<file path="src/rtl/bast_pkg.sv">
// Shared constants and codes for the baseline average sample table.
package bast_pkg;

  localparam int DATA_W = 32;

  // Request type codes.
  localparam logic [2:0] REQ_SAVE    = 3'd0;
  localparam logic [2:0] REQ_AVG     = 3'd1;
  localparam logic [2:0] REQ_LAST    = 3'd2;
  localparam logic [2:0] REQ_CYCLE   = 3'd3;
  localparam logic [2:0] REQ_CLR_CYC = 3'd4;
  localparam logic [2:0] REQ_CLR_ALL = 3'd5;

  // Response status codes.
  localparam logic [1:0] ST_VALUE   = 2'd0;
  localparam logic [1:0] ST_STORED  = 2'd1;
  localparam logic [1:0] ST_CLEARED = 2'd2;
  localparam logic [1:0] ST_REJECT  = 2'd3;

endpackage

</file>
<file path="src/rtl/bast_div.sv">
// Serial restoring divider: one quotient bit per cycle.
module bast_div #(
  parameter int DVW = 5
) (
  input  logic                        clk,
  input  logic                        rst,
  input  logic                        start,
  input  logic [bast_pkg::DATA_W-1:0] dividend,
  input  logic [DVW-1:0]              divisor,
  output logic                        done,
  output logic [bast_pkg::DATA_W-1:0] quotient
);
  import bast_pkg::*;

  localparam int CNTW = $clog2(DATA_W);

  logic            busy;
  logic [CNTW-1:0] cnt;
  logic [DVW-1:0]  rem;
  logic [DATA_W-1:0] quo;
  logic [DVW:0]    shifted;
  logic [DVW:0]    diff;
  logic            ge;
  logic [DVW-1:0]  rem_next;

  always_comb begin
    shifted  = {rem, quo[DATA_W-1]};
    ge       = shifted >= {1'b0, divisor};
    diff     = shifted - {1'b0, divisor};
    rem_next = ge ? diff[DVW-1:0] : shifted[DVW-1:0];
  end

  always_ff @(posedge clk) begin
    if (rst) begin
      busy <= 1'b0;
      done <= 1'b0;
      cnt  <= '0;
    end else begin
      done <= 1'b0;
      if (start) begin
        busy <= 1'b1;
        cnt  <= '0;
        rem  <= '0;
        quo  <= dividend;
      end else if (busy) begin
        rem <= rem_next;
        quo <= {quo[DATA_W-2:0], ge};
        cnt <= cnt + 1'b1;
        if (cnt == CNTW'(DATA_W - 1)) begin
          busy <= 1'b0;
          done <= 1'b1;
        end
      end
    end
  end

  assign quotient = quo;

endmodule

</file>
<file path="config.mk">
export PLATFORM = sky130hd
export DESIGN_NAME = bast_div
export DESIGN_NICKNAME = d
export VERILOG_FILES = /design/src/rtl/bast_pkg.sv /design/src/rtl/bast_div.sv
export SDC_FILE = /design/constraint.sdc
export NUM_CORES = 1
export LEC_CHECK = 0
export ABC_AREA = 1
export BUFFER_PORTS_ARGS = -buffer_cell sky130_fd_sc_hd__buf_2
export CAP_MARGIN = 25
export CORE_MARGIN = 4
export CORE_UTILIZATION = 40
export CTS_BUF_LIST = sky130_fd_sc_hd__clkbuf_16
export DETAILED_ROUTE_END_ITERATION = 8
export PLACE_DENSITY = 0.66
export SLEW_MARGIN = 30
export SYNTH_ARGS = -nofsm -noshare
export SYNTH_HDL_FRONTEND = slang
export SYNTH_SLANG_ARGS = --single-unit
</file>
<file path="constraint.sdc">
create_clock -name clk -period 3.8 [get_ports clk]
set_clock_uncertainty 0.05 [all_clocks]
set_input_delay 0 -clock clk [delete_from_list [all_inputs] [get_ports clk]]
set_output_delay 0 -clock clk [all_outputs]
set_load 0.005 [all_outputs]
</file>
# Word-level counts from Yosys, hierarchy flattened
# Cells that the tools add are included.
# classes
n_addsub,2
n_bitwise,2
muxes,8
reduce_logical,4
magnitude_cmp,1
n_eq_ne,1
# op_table
op,count
$mux 32,2
$mux 5,2
$ge 6x5->1,1
$add 5x1->5 const B,1
$eq 5x5->1 const B,1
$sub 5x5->5,1
$mux 1,4
$reduce_or 3->1,1
$not 1->1,2
$reduce_and 2->1,1
$reduce_bool 2->1,1
$reduce_or 2->1,1
# word_totals
ff_bits,44
out_inout_bits,33
word_cells,23
input_bits,40

# Depth between registers and ports, before layout
# logic_depth
ltp_word,4
mapped_depth,11
ltp_nobuf,11

# Least setup slack after synthesis
# Ideal clock, no wire load.
# synth_path
path_kind,register to register
start,register busy
end,"register quo[0], in the netlist quotient[0] (enable)"
stages_incl_launch_ff,3
path_buffers,0
synth_period_minus_slack_ns,2.839
arrival_time_ns,2.343
slack_ns,0.961
required_time_ns,3.304
setup_ns,0.446
path_cell_list,dfxtp_1 inv_2 a21oi_1
# synth_between
elab_chain_cells,2
# synth_rtl
element,line,text
"start, declared",bast_div.sv:17,logic busy;
"start signal, assigned",bast_div.sv:35,busy <= 1'b0;
"start signal, assigned",bast_div.sv:41,busy <= 1'b1;
"start signal, assigned",bast_div.sv:50,busy <= 1'b0;
$reduce_bool 2->1 (no source line),-,
$reduce_and 2->1 (no source line),-,
"end signal, assigned",bast_div.sv:44,quo <= dividend;
"end signal, assigned",bast_div.sv:47,"quo <= {quo[DATA_W-2:0], ge};"
"end, declared",bast_div.sv:20,logic [DATA_W-1:0] quo;
# No other way between the ends.
# A chain may end at the register's enable or synchronous reset.

# Worst setup path in the final report
# layout_path
start,input port start
end,"register quo[23], in the netlist quotient[23] (enable)"
# layout_between
elab_chain_cells,2
# layout_rtl
element,line,text
"start, declared",bast_div.sv:7,"input logic start,"
$reduce_bool 2->1 (no source line),-,
$reduce_and 2->1 (no source line),-,
# No other way between the ends.

==> flow_summary.ini <==
[status]
status = complete, no violations

[grt]
grt_max_degree = 39
antenna_found_initial = 0
grt.total_usage_pct = 14.7
grt_pass1_vias = 1707
overflow = 0
grt_pass1_wl_um = 7520

[placed_design]
dp_hpwl_um = 3280
io_buffer_count = 72
dpl_cell_area_mm2 = 0.00255
gp_congestion = 0.780

[synthesis]
synth_area_leaders = edfxtp_1, nand2_1, dfxtp_1
synth_area_per_cell_um2 = 9.23
synth_edf_count = 37
netlist.area_leader.share_pct = 52.3
async_reset_ff_share_pct = 0
synth_commonest_cells = nand2_1, edfxtp_1, inv_1, nor2_1
ys_seq_area_share_pct = 58.9
syn-num-nets = 278
syn_area_mm2 = 0.00212
netlist.top_cell.by_area = edfxtp_1
yosys_warnings = 0
synth.distinct_cells = 26
syn_inst = 230
synth_most_common_cell = nand2_1
synthFlopType = edfxtp_1
synth_seq_cells = 44

[clock_network]
cts_tree = built
cts.path.max_buffers = 2
numCtsBuffers = 5
clk_pin_slew_ns = 0.06
htree_levels = 2
insertion_delay_ns = 0.28
cts_sinks = 44
root_buffer = clkbuf_16

[power_and_ir_drop]
peakVddDrop_v = 0.000287
total_power_mw = 1.25
p_leak_nw = 1.44
powerDensity_mw_per_mm2 = 411

[finish]
syn_to_final_growth_pct = 43.5
num-nets-final = 383
utilization_pct = 59.3
drive_gt1_share_pct = 28.6
n_antenna_cell = 0
postLayoutCellArea_mm2 = 0.00305

[setup_path]
startpoint = start
cp.required_ns = 3.74
r2r_slack_ns = 1.89
path_buf_inv = 3
worstReg2RegEnd = rem[2]
setup.worst_path.class = primary input to flip-flop
r2r_cells = 10
cpPeakStageDelay_ns = 0.82
cp_slowest_cell = a21oi_4
crit_fanout = 38
r2r-start = quotient[31]
path_delay_family = buffers and inverters
cp.arrival_ns = 2.06
critical_path.cell_chain = buf_2, inv_2, a21oi_4, buf_4
timing.critical_path.from_type = primary input
end_kind = flip-flop
path_depth = 4
cp-endpoint = quotient[23]

[detailed_routing]
drtIter0Drc = 83
viasPerCell = 4.46
routedWlPerCell_um = 11.8
ant_nets = 0
drt_first_pass_iters = 4
drc = 0
routed_wirelength_um = 4800
vias = 1809

[sta]
period_minus_slack_ns = 2.12
worst_pin_slew_ns = 0.877
finalSetupTns_ns = 0
slew_headroom_pct = 41.4
rsz0062_at_grt = false
fin_crit_sh_pct = 55.7
setup_viol = 0
hold_violations = 0
drv_slew = 0
max_freq_mhz = 473

[floorplan]
pin_count = 73
chipWidth_um = 80.9
core-area_mm2 = 0.00514
std_cell_rows = 26
die-area_mm2 = 0.00654
die-height_um = 80.9
start_util_pct = 41.3

[run]
maxCapViolCount = 0

[min_path]
min_path_type = primary input to flip-flop
## report_power, final
| part | internal [mW] | switching, mW |
|---|---|---|
| Clock | 0.312 | 0.169 |
| Sequential | 0.563 | 0.0182 |
| Combinational | 0.0917 | 0.0989 |
## worst register-to-register path, delay by kind of cell, from the launching register on
family	cells	cell delay, ns
flip-flops	1	0.42
buffers and inverters	2	0.13
AND/OR/NAND/NOR	6	0.56
adder cells (fa/ha/maj)	2	0.53
## layer usage
layer	share of wire, %	routed length, µm	vias to the layer above	global-route usage, %
met4	1.6	78	0	4.73
met1	45	2140	810	19.1
met2	49	2350	40	24.7
met5	0	0	-	0
met3	4.7	224	9	2.66
li1	-	-	950	-
## kinds of logic (layout without fill, tap and decap cells)
kind of cell    after synthesis  after routing  share of synthesized area [%]
simple gates                141            141                           27.5
flops                        44             44                           58.9
buf+inv                      24            130                           4.83
compound gates               12             12                           3.30
fa+ha+maj                     8              8                           5.07
xor+xnor                      1              1                          0.413
## state kept, by name (all words and copies together) (netlist names)
name and flops:
cnt 5, rem 5, busy 1, done 1, quotient 32
## repair_timing
action,4_1_cts,5_1_grt
hold buffers,32,0
endpoints found under the hold margin,32,0
buffers inserted,0,0
gates resized for setup,0,0
## cells in the final DEF, fill, tap and decap left out
| master | count |
|---|---|
| nor3_1 | 4 |
| nand2_4 | 1 |
| o21a_1 | 2 |
| clkinvlp_4 | 1 |
| o21ai_0 | 1 |
| nand3_1 | 5 |
| inv_6 | 1 |
| buf_2 | 72 |
| nor3b_1 | 1 |
| a21oi_1 | 6 |
| inv_1 | 13 |
| buf_4 | 2 |
| edfxtp_1 | 37 |
| a21oi_4 | 1 |
| nor2_4 | 1 |
| inv_2 | 3 |
| nor2_2 | 4 |
| nand2_2 | 1 |
| nand3_2 | 1 |
| or2_4 | 1 |
| nor2_1 | 8 |
| a31oi_1 | 1 |
| a21oi_2 | 1 |
| nand2_1 | 114 |
| dlygate4sd3_1 | 32 |
| ha_1 | 7 |
| bufinv_16 | 1 |
| clkbuf_16 | 5 |
| fa_1 | 1 |
| dfxtp_1 | 7 |
| xnor2_1 | 1 |
## worst min path at each step
stage / startpoint / end / depth (start not counted)
5_1_grt: dividend[0] / quotient[0] / 3
6_report: dividend[0] / quotient[0] / 3
4_1_cts: dividend[0] / quotient[0] / 3
2_1_floorplan: rst / cnt[0] / 3
3_3_place_gp: dividend[2] / quotient[2] / 3
3_5_place_dp: dividend[28] / quotient[28] / 3
## cell type report
type                            instances  area [µm²]
Sequential cell                        44        1250
Multi-Input combinational cell        162         781
Inverter                               16        60.1
Timing Repair Buffer                  106         696
Tap cell                               70        87.6
Clock buffer                            5         125
Fill cell                             481        2090
Clock inverter                          3        46.3
## per-stage QoR
| step | std cells | setup slack [ns] | hold WS (ns) |
|---|---|---|---|
| after global placement | 366 | 1.40 | 0.227 |
| final | 406 | 1.68 | 0.0567 |
| after global routing | 406 | 1.50 | 0.0891 |
| after CTS | 406 | 1.65 | 0.0628 |
| after detailed placement | 366 | 1.38 | 0.228 |
| after floorplan | 230 | 0.961 | 0.131 |
Power figures use the tool's default switching activity.
